## src/rtl/core/rrdf_pkg.sv

```systemverilog
// ----------------------------------------------------------------------------
// rrdf_pkg
// Shared types and constants of the receive record framer.
// ----------------------------------------------------------------------------
package rrdf_pkg;

    localparam int MAX_RECORD  = 32;
    localparam int BUF_SIZE    = MAX_RECORD + 4;
    localparam int STORE_DEPTH = 2 * BUF_SIZE;
    localparam int AW          = $clog2(STORE_DEPTH);
    localparam int PW          = $clog2(BUF_SIZE + 1);
    localparam int LW          = $clog2(MAX_RECORD + 1);

    // item function codes
    localparam logic [1:0] FN_BYTE  = 2'd0;
    localparam logic [1:0] FN_WRITE = 2'd1;
    localparam logic [1:0] FN_READ  = 2'd2;

    // delimiter modes
    localparam logic [1:0] MODE_NONE = 2'd0;
    localparam logic [1:0] MODE_EXCL = 2'd1;
    localparam logic [1:0] MODE_INCL = 2'd2;

    // register indexes
    localparam logic [2:0] REG_START_MODE = 3'd0;
    localparam logic [2:0] REG_END_MODE   = 3'd1;
    localparam logic [2:0] REG_START_CHAR = 3'd2;
    localparam logic [2:0] REG_END_CHAR   = 3'd3;
    localparam logic [2:0] REG_MAX_LENGTH = 3'd4;
    localparam logic [2:0] REG_PAD_CHAR   = 3'd5;
    localparam logic [2:0] REG_SWAP_GROUP = 3'd6;
    localparam logic [2:0] REG_AUTO_INC   = 3'd7;

    typedef struct packed {
        logic [1:0] func;
        logic       pending;
        logic       pre_close;
        logic       acq1;
        logic       need_gpad;
        logic       gpad_last;
        logic       len_hit;
        logic       tail_set;
        logic       tail_close;
        logic       differs;
        logic       auto_mode;
        logic       swpad_last;
        logic       clr_last;
        logic       out_free;
    } t_status;

    typedef struct packed {
        logic cap;
        logic clr;
        logic head;
        logic gpad;
        logic byte_wr;
        logic set_acq;
        logic close;
        logic swap_host;
        logic conflict;
        logic swpad;
        logic load;
    } t_cmd;

    // True when the group phase sits on a group boundary (phase mod size is 0)
    function automatic logic group_boundary(input logic [2:0] phase,
                                            input logic [1:0] sg);
        logic r;
        begin
            r = 1'b0;
            case (sg)
                2'd0: r = 1'b1;
                2'd1: r = (phase[0] == 1'b0);
                2'd2: r = (phase == 3'd0) || (phase == 3'd3) || (phase == 3'd6);
                default: r = (phase[1:0] == 2'd0);
            endcase
            return r;
        end
    endfunction

endpackage

```

## src/rtl/core/rrdf_ctrl.sv

```systemverilog
// ----------------------------------------------------------------------------
// rrdf_ctrl
// Sequencer of the record framer: steps one item through its memory writes.
// ----------------------------------------------------------------------------
module rrdf_ctrl import rrdf_pkg::*; (
    input  logic    i_clk,
    input  logic    i_rst_n,
    input  logic    i_in_valid,
    output logic    o_in_ready,
    input  t_status i_status,
    output t_cmd    o_cmd
);

    localparam logic [3:0] S_CLEAR  = 4'd0;
    localparam logic [3:0] S_IDLE   = 4'd1;
    localparam logic [3:0] S_DECODE = 4'd2;
    localparam logic [3:0] S_GPAD   = 4'd3;
    localparam logic [3:0] S_BYTE   = 4'd4;
    localparam logic [3:0] S_CHECK  = 4'd5;
    localparam logic [3:0] S_TAIL   = 4'd6;
    localparam logic [3:0] S_CLOSE  = 4'd7;
    localparam logic [3:0] S_SWPAD  = 4'd8;
    localparam logic [3:0] S_DONE   = 4'd9;

    logic [3:0] r_state;
    logic [3:0] n_state;

    assign o_in_ready = (r_state == S_IDLE);

    // next state and commands
    always_comb begin
        n_state = r_state;
        o_cmd   = '0;
        unique case (r_state)
            S_CLEAR: begin
                o_cmd.clr = 1'b1;
                if (i_status.clr_last) n_state = S_IDLE;
            end
            S_IDLE: begin
                if (i_in_valid) begin
                    o_cmd.cap = 1'b1;
                    n_state   = S_DECODE;
                end
            end
            S_DECODE: begin
                n_state = S_DONE;
                case (i_status.func)
                    FN_BYTE: begin
                        if (!i_status.pending) begin
                            o_cmd.head = 1'b1;
                            if (i_status.pre_close)      n_state = S_CLOSE;
                            else if (!i_status.acq1)     n_state = S_TAIL;
                            else if (i_status.need_gpad) n_state = S_GPAD;
                            else                         n_state = S_BYTE;
                        end
                    end
                    FN_WRITE: begin
                        if (i_status.differs) begin
                            if (i_status.pending) begin
                                o_cmd.swap_host = 1'b1;
                                n_state         = S_SWPAD;
                            end else begin
                                o_cmd.conflict = 1'b1;
                            end
                        end
                    end
                    default: n_state = S_DONE;
                endcase
            end
            S_GPAD: begin
                o_cmd.gpad = 1'b1;
                if (i_status.gpad_last) n_state = S_BYTE;
            end
            S_BYTE: begin
                o_cmd.byte_wr = 1'b1;
                n_state       = S_CHECK;
            end
            S_CHECK: begin
                n_state = i_status.len_hit ? S_CLOSE : S_TAIL;
            end
            S_TAIL: begin
                n_state = S_DONE;
                if (i_status.tail_set)        o_cmd.set_acq = 1'b1;
                else if (i_status.tail_close) n_state = S_CLOSE;
            end
            S_CLOSE: begin
                o_cmd.close = 1'b1;
                n_state     = i_status.auto_mode ? S_SWPAD : S_DONE;
            end
            S_SWPAD: begin
                o_cmd.swpad = 1'b1;
                if (i_status.swpad_last) n_state = S_DONE;
            end
            S_DONE: begin
                if (i_status.out_free) begin
                    o_cmd.load = 1'b1;
                    n_state    = S_IDLE;
                end
            end
            default: n_state = S_IDLE;
        endcase
    end

    // hold state
    always_ff @(posedge i_clk) begin
        if (!i_rst_n) r_state <= S_CLEAR;
        else          r_state <= n_state;
    end

    a_ready_idle: assert property (@(posedge i_clk) disable iff (!i_rst_n)
        o_in_ready |-> !o_cmd.load && !o_cmd.swpad)
        else $error("ready while busy");
    a_cap_decode: assert property (@(posedge i_clk) disable iff (!i_rst_n)
        o_cmd.cap |=> r_state == S_DECODE)
        else $error("capture not followed by decode");
    a_close_path: assert property (@(posedge i_clk) disable iff (!i_rst_n)
        o_cmd.close && i_status.auto_mode |=> r_state == S_SWPAD)
        else $error("auto close skipped pad fill");

endmodule

```

## src/rtl/core/rrdf_datapath.sv

```systemverilog
// ----------------------------------------------------------------------------
// rrdf_datapath
// Registers, record store and result register of the record framer.
// ----------------------------------------------------------------------------
module rrdf_datapath import rrdf_pkg::*; (
    input  logic       i_clk,
    input  logic       i_rst_n,
    input  t_cmd       i_cmd,
    output t_status    o_status,
    input  logic       i_cfg_valid,
    input  logic [2:0] i_cfg_index,
    input  logic [7:0] i_cfg_data,
    input  logic [1:0] i_func,
    input  logic [7:0] i_rx_byte,
    input  logic [7:0] i_host_record,
    input  logic       i_parity_seen,
    input  logic [5:0] i_read_index,
    output logic       o_out_valid,
    input  logic       i_out_ready,
    output logic       o_taken,
    output logic       o_record_done,
    output logic       o_refused_write,
    output logic [7:0] o_current_record,
    output logic       o_new_data,
    output logic       o_data_toggle,
    output logic       o_conflict,
    output logic       o_parity_flag,
    output logic [7:0] o_read_data,
    output logic [5:0] o_read_length
);

    // configuration
    logic [1:0] r_start_mode, r_end_mode, r_swap_group;
    logic [7:0] r_start_char, r_end_char, r_pad_char;
    logic [5:0] r_max_length;
    logic       r_auto;

    // framing state
    logic          r_acq;
    logic [2:0]    r_phase;
    logic          r_fsel;
    logic [PW-1:0] r_fp;
    logic [7:0]    r_rec;
    logic          r_new, r_tog, r_conf, r_par;
    logic [LW-1:0] r_len0, r_len1;
    logic [AW-1:0] r_cnt;

    // latched item
    logic [1:0] r_func;
    logic [7:0] r_byte, r_hrec;
    logic       r_ipar;
    logic [5:0] r_ridx;
    logic       r_taken, r_done, r_ref;

    // store
    logic [7:0]    r_mem [STORE_DEPTH];
    logic [7:0]    r_mem_q;
    logic          wr_en;
    logic [AW-1:0] wr_addr;
    logic [7:0]    wr_data;
    logic [AW-1:0] rd_addr;

    logic          r_ovalid;
    logic [LW-1:0] cur_len, oth_len;
    logic [LW-1:0] limit;
    logic          acq0, case_a;
    logic [2:0]    phase_n;
    logic [PW-1:0] byte_pos;
    logic [AW-1:0] fill_base, oth_base;

    assign cur_len   = r_fsel ? r_len1 : r_len0;
    assign oth_len   = r_fsel ? r_len0 : r_len1;
    assign fill_base = r_fsel ? AW'(BUF_SIZE) : '0;
    assign oth_base  = r_fsel ? '0 : AW'(BUF_SIZE);
    assign phase_n   = r_phase + 3'd1;
    assign byte_pos  = r_fp - PW'(phase_n);
    assign rd_addr   = oth_base + AW'(r_ridx);

    // clamp length limit to 1..MAX_RECORD
    always_comb begin
        if (r_max_length == '0)                  limit = LW'(1);
        else if (r_max_length > 6'(MAX_RECORD)) limit = LW'(MAX_RECORD);
        else                                     limit = LW'(r_max_length);
    end

    // head of a received byte
    assign acq0   = r_acq || (r_start_mode == MODE_NONE);
    assign case_a = !acq0 && (r_start_mode == MODE_INCL) && (r_byte == r_start_char);

    always_comb begin
        o_status            = '0;
        o_status.func       = r_func;
        o_status.pending    = r_new;
        o_status.pre_close  = !case_a && acq0 && (r_end_mode == MODE_EXCL)
                              && (r_byte == r_end_char);
        o_status.acq1       = acq0 || case_a;
        o_status.need_gpad  = group_boundary(r_phase, r_swap_group);
        o_status.gpad_last  = (r_cnt == AW'(r_swap_group));
        o_status.len_hit    = (cur_len >= limit);
        o_status.tail_set   = !r_acq && (r_start_mode == MODE_EXCL)
                              && (r_byte == r_start_char);
        o_status.tail_close = r_acq && (r_end_mode == MODE_INCL) && (r_byte == r_end_char);
        o_status.differs    = (r_hrec != r_rec);
        o_status.auto_mode  = r_auto;
        o_status.swpad_last = (r_cnt == AW'(limit - LW'(1)));
        o_status.clr_last   = (r_cnt == AW'(STORE_DEPTH - 1));
        o_status.out_free   = !r_ovalid || i_out_ready;
    end

    // select the single store write
    always_comb begin
        wr_en   = 1'b0;
        wr_addr = '0;
        wr_data = r_pad_char;
        if (i_cmd.clr) begin
            wr_en   = 1'b1;
            wr_addr = r_cnt;
            wr_data = '0;
        end else if (i_cmd.gpad) begin
            wr_en   = (r_fp < PW'(BUF_SIZE));
            wr_addr = fill_base + AW'(r_fp);
        end else if (i_cmd.byte_wr) begin
            wr_en   = (PW'(phase_n) <= r_fp) && (byte_pos < PW'(BUF_SIZE));
            wr_addr = fill_base + AW'(byte_pos);
            wr_data = r_byte;
        end else if (i_cmd.swpad) begin
            wr_en   = 1'b1;
            wr_addr = fill_base + r_cnt;
        end
    end

    // store write and registered read
    always_ff @(posedge i_clk) begin
        if (wr_en) r_mem[wr_addr] <= wr_data;
        r_mem_q <= r_mem[rd_addr];
    end

    // configuration writes
    always_ff @(posedge i_clk) begin
        if (!i_rst_n) begin
            r_start_mode <= MODE_NONE;
            r_end_mode   <= MODE_INCL;
            r_start_char <= 8'd58;
            r_end_char   <= 8'd13;
            r_max_length <= 6'd20;
            r_pad_char   <= 8'd0;
            r_swap_group <= 2'd0;
            r_auto       <= 1'b1;
        end else if (i_cfg_valid) begin
            unique case (i_cfg_index)
                REG_START_MODE: r_start_mode <= i_cfg_data[1:0];
                REG_END_MODE:   r_end_mode   <= i_cfg_data[1:0];
                REG_START_CHAR: r_start_char <= i_cfg_data;
                REG_END_CHAR:   r_end_char   <= i_cfg_data;
                REG_MAX_LENGTH: r_max_length <= i_cfg_data[5:0];
                REG_PAD_CHAR:   r_pad_char   <= i_cfg_data;
                REG_SWAP_GROUP: r_swap_group <= i_cfg_data[1:0];
                REG_AUTO_INC:   r_auto       <= i_cfg_data[0];
                default:        r_auto       <= r_auto;
            endcase
        end
    end

    // latch the item
    always_ff @(posedge i_clk) begin
        if (i_cmd.cap) begin
            r_func <= i_func;
            r_byte <= i_rx_byte;
            r_hrec <= i_host_record;
            r_ipar <= i_parity_seen;
            r_ridx <= i_read_index;
        end
    end

    // framing state
    always_ff @(posedge i_clk) begin
        if (!i_rst_n) begin
            r_acq   <= 1'b0;
            r_phase <= '0;
            r_fsel  <= 1'b0;
            r_fp    <= '0;
            r_rec   <= '0;
            r_new   <= 1'b0;
            r_tog   <= 1'b0;
            r_conf  <= 1'b0;
            r_par   <= 1'b0;
            r_len0  <= '0;
            r_len1  <= '0;
            r_cnt   <= '0;
            r_taken <= 1'b0;
            r_done  <= 1'b0;
            r_ref   <= 1'b0;
        end else begin
            if (i_cmd.clr || i_cmd.gpad || i_cmd.swpad) r_cnt <= r_cnt + AW'(1);
            if (i_cmd.cap) begin
                r_taken <= 1'b0;
                r_done  <= 1'b0;
                r_ref   <= 1'b0;
            end
            // start a byte: take it, open the record, rewind the group
            if (i_cmd.head) begin
                r_taken <= 1'b1;
                r_acq   <= o_status.acq1;
                r_cnt   <= '0;
                if (o_status.need_gpad) r_phase <= '0;
            end
            if (i_cmd.gpad && (r_fp < PW'(BUF_SIZE))) r_fp <= r_fp + PW'(1);
            // advance phase and count the stored byte
            if (i_cmd.byte_wr) begin
                r_phase <= phase_n;
                if (cur_len < LW'(MAX_RECORD)) begin
                    if (r_fsel) r_len1 <= r_len1 + LW'(1);
                    else        r_len0 <= r_len0 + LW'(1);
                end
            end
            if (i_cmd.set_acq) r_acq <= 1'b1;
            if (i_cmd.conflict) begin
                r_conf <= 1'b1;
                r_ref  <= 1'b1;
            end
            // close the record: auto swap or flag the host
            if (i_cmd.close) begin
                r_acq   <= 1'b0;
                r_phase <= '0;
                r_done  <= 1'b1;
                if (r_auto) begin
                    r_fsel <= ~r_fsel;
                    r_fp   <= '0;
                    r_cnt  <= '0;
                    r_rec  <= r_rec + 8'd1;
                    r_par  <= r_ipar;
                    if (r_fsel) r_len0 <= '0;
                    else        r_len1 <= '0;
                end else begin
                    r_new <= 1'b1;
                    r_tog <= ~r_tog;
                end
            end
            // host handshake swap clears the new, toggle, conflict and parity flags
            if (i_cmd.swap_host) begin
                r_fsel <= ~r_fsel;
                r_fp   <= '0;
                r_cnt  <= '0;
                r_rec  <= r_hrec;
                r_new  <= 1'b0;
                r_tog  <= 1'b0;
                r_conf <= 1'b0;
                r_par  <= 1'b0;
                if (r_fsel) r_len0 <= '0;
                else        r_len1 <= '0;
            end
        end
    end

    // result register
    always_ff @(posedge i_clk) begin
        if (!i_rst_n) begin
            r_ovalid <= 1'b0;
        end else if (i_cmd.load) begin
            r_ovalid <= 1'b1;
        end else if (i_out_ready) begin
            r_ovalid <= 1'b0;
        end
    end

    always_ff @(posedge i_clk) begin
        if (i_cmd.load) begin
            o_taken          <= r_taken;
            o_record_done    <= r_done;
            o_refused_write  <= r_ref;
            o_current_record <= r_rec;
            o_new_data       <= r_new;
            o_data_toggle    <= r_tog;
            o_conflict       <= r_conf;
            o_parity_flag    <= r_par;
            o_read_data      <= ((r_func == FN_READ) && (r_ridx < 6'(BUF_SIZE)))
                                ? r_mem_q : 8'd0;
            o_read_length    <= (r_func == FN_READ) ? 6'(oth_len) : 6'd0;
        end
    end

    assign o_out_valid = r_ovalid;

    a_fp_bound: assert property (@(posedge i_clk) disable iff (!i_rst_n)
        r_fp <= PW'(BUF_SIZE))
        else $error("fill pointer past buffer");
    a_len_bound: assert property (@(posedge i_clk) disable iff (!i_rst_n)
        (r_len0 <= LW'(MAX_RECORD)) && (r_len1 <= LW'(MAX_RECORD)))
        else $error("record length past limit");
    a_swap_flip: assert property (@(posedge i_clk) disable iff (!i_rst_n)
        (i_cmd.close && r_auto) || i_cmd.swap_host |=> r_fsel != $past(r_fsel))
        else $error("swap did not flip buffers");

endmodule

```

## src/rtl/core/rx_record_delimiter_framer_unit.sv

```systemverilog
// ----------------------------------------------------------------------------
// rx_record_delimiter_framer_unit
// Frames received bytes into double-buffered records with host handshake.
// ----------------------------------------------------------------------------
//  channel   direction  handshake                  payload
//  in        sink       i_in_valid / o_in_ready    i_func, i_rx_byte, i_host_record,
//                                                  i_parity_seen, i_read_index
//  out       source     o_out_valid / i_out_ready  o_taken .. o_read_length
//  cfg       sink       i_cfg_valid / o_cfg_ready  i_cfg_index, i_cfg_data
//
//  Reads and host writes are the shortest beats; a received byte takes its store
//  writes in turn, and one that opens a group first writes group padding; a record
//  close in auto mode and a host write that swaps also pad the new fill buffer;
//  the single write port of the record store sets these lengths.
//  After reset a clearing pass writes all 72 store entries while o_in_ready
//  stays low; configuration beats are taken at all times.
//  A stalled output holds the finished beat; the next input beat is still taken.
// ----------------------------------------------------------------------------
module rx_record_delimiter_framer_unit import rrdf_pkg::*; (
    input  logic       i_clk,
    input  logic       i_rst_n,
    input  logic       i_in_valid,
    output logic       o_in_ready,
    input  logic [1:0] i_func,
    input  logic [7:0] i_rx_byte,
    input  logic [7:0] i_host_record,
    input  logic       i_parity_seen,
    input  logic [5:0] i_read_index,
    output logic       o_out_valid,
    input  logic       i_out_ready,
    output logic       o_taken,
    output logic       o_record_done,
    output logic       o_refused_write,
    output logic [7:0] o_current_record,
    output logic       o_new_data,
    output logic       o_data_toggle,
    output logic       o_conflict,
    output logic       o_parity_flag,
    output logic [7:0] o_read_data,
    output logic [5:0] o_read_length,
    input  logic       i_cfg_valid,
    output logic       o_cfg_ready,
    input  logic [2:0] i_cfg_index,
    input  logic [7:0] i_cfg_data
);

    t_status status;
    t_cmd    cmd;

    assign o_cfg_ready = 1'b1;

    rrdf_ctrl u_ctrl (
        .i_clk      (i_clk),
        .i_rst_n    (i_rst_n),
        .i_in_valid (i_in_valid),
        .o_in_ready (o_in_ready),
        .i_status   (status),
        .o_cmd      (cmd)
    );

    rrdf_datapath u_dp (
        .i_clk            (i_clk),
        .i_rst_n          (i_rst_n),
        .i_cmd            (cmd),
        .o_status         (status),
        .i_cfg_valid      (i_cfg_valid),
        .i_cfg_index      (i_cfg_index),
        .i_cfg_data       (i_cfg_data),
        .i_func           (i_func),
        .i_rx_byte        (i_rx_byte),
        .i_host_record    (i_host_record),
        .i_parity_seen    (i_parity_seen),
        .i_read_index     (i_read_index),
        .o_out_valid      (o_out_valid),
        .i_out_ready      (i_out_ready),
        .o_taken          (o_taken),
        .o_record_done    (o_record_done),
        .o_refused_write  (o_refused_write),
        .o_current_record (o_current_record),
        .o_new_data       (o_new_data),
        .o_data_toggle    (o_data_toggle),
        .o_conflict       (o_conflict),
        .o_parity_flag    (o_parity_flag),
        .o_read_data      (o_read_data),
        .o_read_length    (o_read_length)
    );

endmodule
```

## config.mk

```make
export PLATFORM = sky130hd
export DESIGN_NAME = rx_record_delimiter_framer_unit
export DESIGN_NICKNAME = d
export VERILOG_FILES = /design/src/rtl/core/rrdf_pkg.sv /design/src/rtl/core/rrdf_ctrl.sv /design/src/rtl/core/rrdf_datapath.sv /design/src/rtl/core/rx_record_delimiter_framer_unit.sv
export SDC_FILE = /design/constraint.sdc
export NUM_CORES = 1
export LEC_CHECK = 0
export BUFFER_PORTS_ARGS = -buffer_cell sky130_fd_sc_hd__buf_4
export CAP_MARGIN = 20
export CELL_PAD_IN_SITES_DETAIL_PLACEMENT = 0
export CELL_PAD_IN_SITES_GLOBAL_PLACEMENT = 1
export CORE_MARGIN = 1
export CORE_UTILIZATION = 54
export DETAILED_ROUTE_END_ITERATION = 8
export PLACE_DENSITY = 0.78
export SETUP_SLACK_MARGIN = 0.4
export SLEW_MARGIN = 20
export SYNTH_ARGS = -nofsm -noshare
export SYNTH_HDL_FRONTEND = slang
export SYNTH_SLANG_ARGS = --single-unit
```

## constraint.sdc

```tcl
create_clock -name i_clk -period 5.07 [get_ports i_clk]
set_input_delay 0.2535 -clock i_clk [delete_from_list [all_inputs] [get_ports i_clk]]
set_output_delay 0.2535 -clock i_clk [all_outputs]
set_load 0.005 [all_outputs]
```

==> key figures <==
Setup path
  • CP peak stage delay: 0.60 ns
  • Worst EP arrival: 4.82 ns
  • Critical path class: reg2reg
  • Most used cell, CP: ha_1
  • Critical Path Slowest Stage Cell: or4b_2
  • Req. time, crit path: 5.38 ns
  • Largest fanout on the critical path: 16
  • Crit-path cells: ha_1, ha_1, ha_1, and3b_1, nor2_4, or4b_2, nand2_1, ha_1, a311o_1, a211oi_2, nand3b_2, buf_4, nor3_1, buf_4
  • R2r setup slk: 0.56 ns
  • Startpoint Class: flop
  • Element type at the critical path end: flop

Power and ir drop
  • Power Density: 341 nW/um^2
  • P_leak: ~12 nW
  • Peak VDD IR: about 0.26 mV

Die
  • Row cnt: 86
  • Chip Height: approximately 240 um
  • Total die area: 57,100 um^2
  • I/O pins: 73
  • Die width: 239 um
  • Core area: 55,300 um^2
  • Starting Density: 0.549

Synthesis
  • Sequential area share after synthesis: 0.686
  • Synth area leader: edfxtp_1
  • Syn_area_per_cell: around 17 um^2
  • Synth cell types: 79
  • Yosys warning count: 0
  • Synth async-reset ratio: 0
  • Share of the synthesized area in the top cell type: 0.623
  • Leading cell types by count after synthesis: edfxtp_1, mux4_2, nand2_1, dfxtp_1, nor2_1
  • Synth Flop Type: edfxtp_1
  • Synth Register Bits: 725
  • Top-count cell post-synth: edfxtp_1
  • Synth Net Count: 1,857
  • Synth top area cells: edfxtp_1, mux4_2, dfxtp_1
  • Cells after Synth: around 1,800
  • Synth Cell Area: 30,300 um^2
  • Number of flops mapped to enable cells by yosys: 630

Timing
  • Final worst path period share: 0.890
  • Slew Viols, Final: 0
  • RSZ-0062 raised after global routing: no
  • Clock period minus worst slack: 4.51 ns
  • Setup TNS: 0 ns
  • F_max: 0.222 GHz
  • Layout Skew: 0.0363 ns
  • Hold WS: 0.0325 ns
  • Rel. slew slack: 0.312
  • Hold Vio Cnt, Final: 0
  • Worst-Margin Slew: 1.03 ns
  • Final setup fails: 0

CTS
  • Clk sinks: 725
  • # Post-CTS Setup Buffers: 0
  • Clk Tree Root Cell: clkbuf_16
  • Clock buffer depth: 3
  • Clk slew on worst S/H paths: about 0.06 ns
  • H-tree lvl count: 3
  • Clock latency on the worst-skew pair: roughly 0.63 ns
  • CTS tree: yes
  • TritonCTS Buffers: 74

Drt
  • Vias: approximately 17,000
  • ANT nets after route: 0
  • WL per Instance: ~24 um
  • Initial drt markers: 1,755
  • WL final: 68.3 mm
  • Remaining DRCs: 0
  • Via density per instance: ~6.0
  • Drt pass-1 iters: 7

Layout
  • Share of layout cells above drive strength 1: 0.268
  • Area grow syn2layout: 16.3%
  • Final nets: 2,060
  • Ant diodes: 0

GRT
  • Largest net degree at the start of global routing: 81
  • Global-route wire length before repair: 104 mm
  • Vias in the first global route: about 17,000
  • GRT Total Usage: 0.247
  • Grt total ovfl: 0
  • Initial antenna violation count: 2

Place
  • Final Wtd Congestion: approximately 0.85
  • Detail Placement HPWL: 43.1 mm
  • PortBufs: 71

Flow run
  • # Max-Cap Violations: 0

Hold path
  • Hold crit path type: in2reg

Outcome
  • Status: completed
per-layer routing:
| metal | up-vias | GRT usage | share of wire |
|---|---|---|---|
| met3 | 86 | 0.0547 | 0.079 |
| met4 | 4 | 0.0670 | 0.017 |
| met1 | 8544 | 0.357 | 0.43 |
| met5 | - | 0 | 0.00040 |
| met2 | 585 | 0.381 | 0.47 |
| li1 | 7479 | - | - |
repair_timing:
item | CTS | global route
endpoints found under the hold margin | 60 | 0
setup endpoints to repair | 23 | 549
gates resized for setup | 1 | 7
hold buffers | 34 | 0
pin swaps | 0 | 1
cells by family (layout without fill, tap and decap cells):
logic type / count (synthesis) / after routing / share of synthesized area
flip-flops: 725 / 725 / 0.686
AND/OR/NAND/NOR: 451 / 451 / 0.0812
multiplexers: 223 / 223 / 0.143
AO/OA/AOI/OAI: 169 / 169 / 0.0393
buffers and inverters: 117 / 377 / 0.0172
XOR/XNOR: 66 / 66 / 0.0195
adder cells (fa/ha/maj): 32 / 32 / 0.0134
other: 1 / 1 / 0.000124
worst paths after layout:
path | from | cells after the start | to
worst max-delay path | u_dp.r_phase[0] | 14 | u_dp.r_mem[0][1]
worst min-delay path | i_in_valid | 4 | u_dp.r_taken
worst max register to register | u_dp.r_phase[0] | 14 | u_dp.r_mem[0][1]
worst min register to register | u_dp.r_done | 0 | u_dp.o_record_done
report_power, final:
part | total (mW) | internal [mW] | leakage (nW) | switching [mW]
sequential | 6.45 | 6.43 | 6.79 | 0.0185
clock | 5.36 | 3.10 | 1.16 | 2.26
combinational | 0.223 | 0.0911 | 3.96 | 0.132
layout make-up:
type	count	area (um^2)
flip-flops and latches	725	20800
clock inverters	47	463
repair buffers	222	1880
well taps	748	936
inverters	22	82.6
multi-input cells	942	9170
clock buffers	86	1930
fillers	3898	20000
state kept, by name (all words and copies together), names as in the netlist, 3 cells and up:
name and flops:
u_dp.r_hrec 8, u_dp.r_len1 6, u_ctrl.r_state 4, u_dp.r_max_length 6, u_dp.r_fp 6, u_dp.r_len0 6
u_dp.r_mem_q 8, u_dp.r_rec 8, u_dp.r_end_char 8, u_dp.r_ridx 6, u_dp.r_start_char 8, u_dp.o_read_length 6
u_dp.o_current_record 8, u_dp.r_cnt 7, u_dp.r_phase 3, u_dp.r_mem 576, u_dp.r_pad_char 8, u_dp.o_read_data 8
u_dp.r_byte 8
layout by cell type (no fill, tap or decap), types with 7 or more instances in the layout:
| master | Yosys | final |
|---|---|---|
| ha_1 | 31 | 31 |
| a21boi_0 | 24 | 24 |
| clkbuf_1 | 45 | 10 |
| dlygate4sd3_1 | 0 | 34 |
| a31oi_1 | 7 | 7 |
| dfxtp_1 | 95 | 95 |
| buf_12 | 0 | 9 |
| o21a_1 | 7 | 7 |
| a21oi_1 | 38 | 30 |
| nand2_1 | 140 | 140 |
| mux2i_1 | 49 | 48 |
| a21oi_4 | 0 | 8 |
| xnor2_1 | 25 | 24 |
| clkbuf_16 | 0 | 75 |
| nand3_1 | 33 | 33 |
| clkinv_1 | 0 | 16 |
| nor3_2 | 40 | 42 |
| mux4_2 | 168 | 168 |
| nor2_1 | 63 | 62 |
| nor2b_1 | 21 | 21 |
| nand4_1 | 12 | 12 |
| bufinv_16 | 0 | 7 |
| and2_1 | 14 | 14 |
| clkinv_2 | 0 | 10 |
| buf_4 | 4 | 177 |
| o21ai_0 | 16 | 16 |
| o31ai_1 | 7 | 7 |
| inv_1 | 22 | 22 |
| a22oi_1 | 12 | 12 |
| and3_1 | 10 | 10 |
| nand2b_1 | 14 | 14 |
| nor3_1 | 48 | 46 |
| nor4_1 | 12 | 10 |
| xor2_1 | 40 | 39 |
| o211ai_1 | 9 | 9 |
| edfxtp_1 | 630 | 630 |
metrics by stage:
| stage | total power [mW] | instance area [um^2] | setup slack, ns | util | instances |
|---|---|---|---|---|---|
| 2_1_floorplan | 6.68 | 30300 | 0.555 | - | 1784 |
| 3_3_place_gp | 6.77 | 32500 | 0.500 | 0.587 | 2624 |
| 3_5_place_dp | 6.78 | 32500 | 0.408 | 0.587 | 2624 |
| 4_1_cts | 12.1 | 35200 | 0.412 | 0.637 | 2791 |
| 5_1_grt | 12.4 | 35300 | 0.378 | 0.638 | 2792 |
| 6_report | 12.0 | 35300 | 0.560 | 0.638 | 2792 |
worst max-delay path: cells and delay by family (launching register included):
kind | cells | cell delay, ns
and+or+nand+nor | 6 | 1.51
adders and majority gates | 4 | 1.17
DFF | 1 | 0.33
AOI/OAI and AO/OA | 2 | 0.70
buffers and inverters | 2 | 0.47
Note: power is estimated with default switching activity, not from simulation.
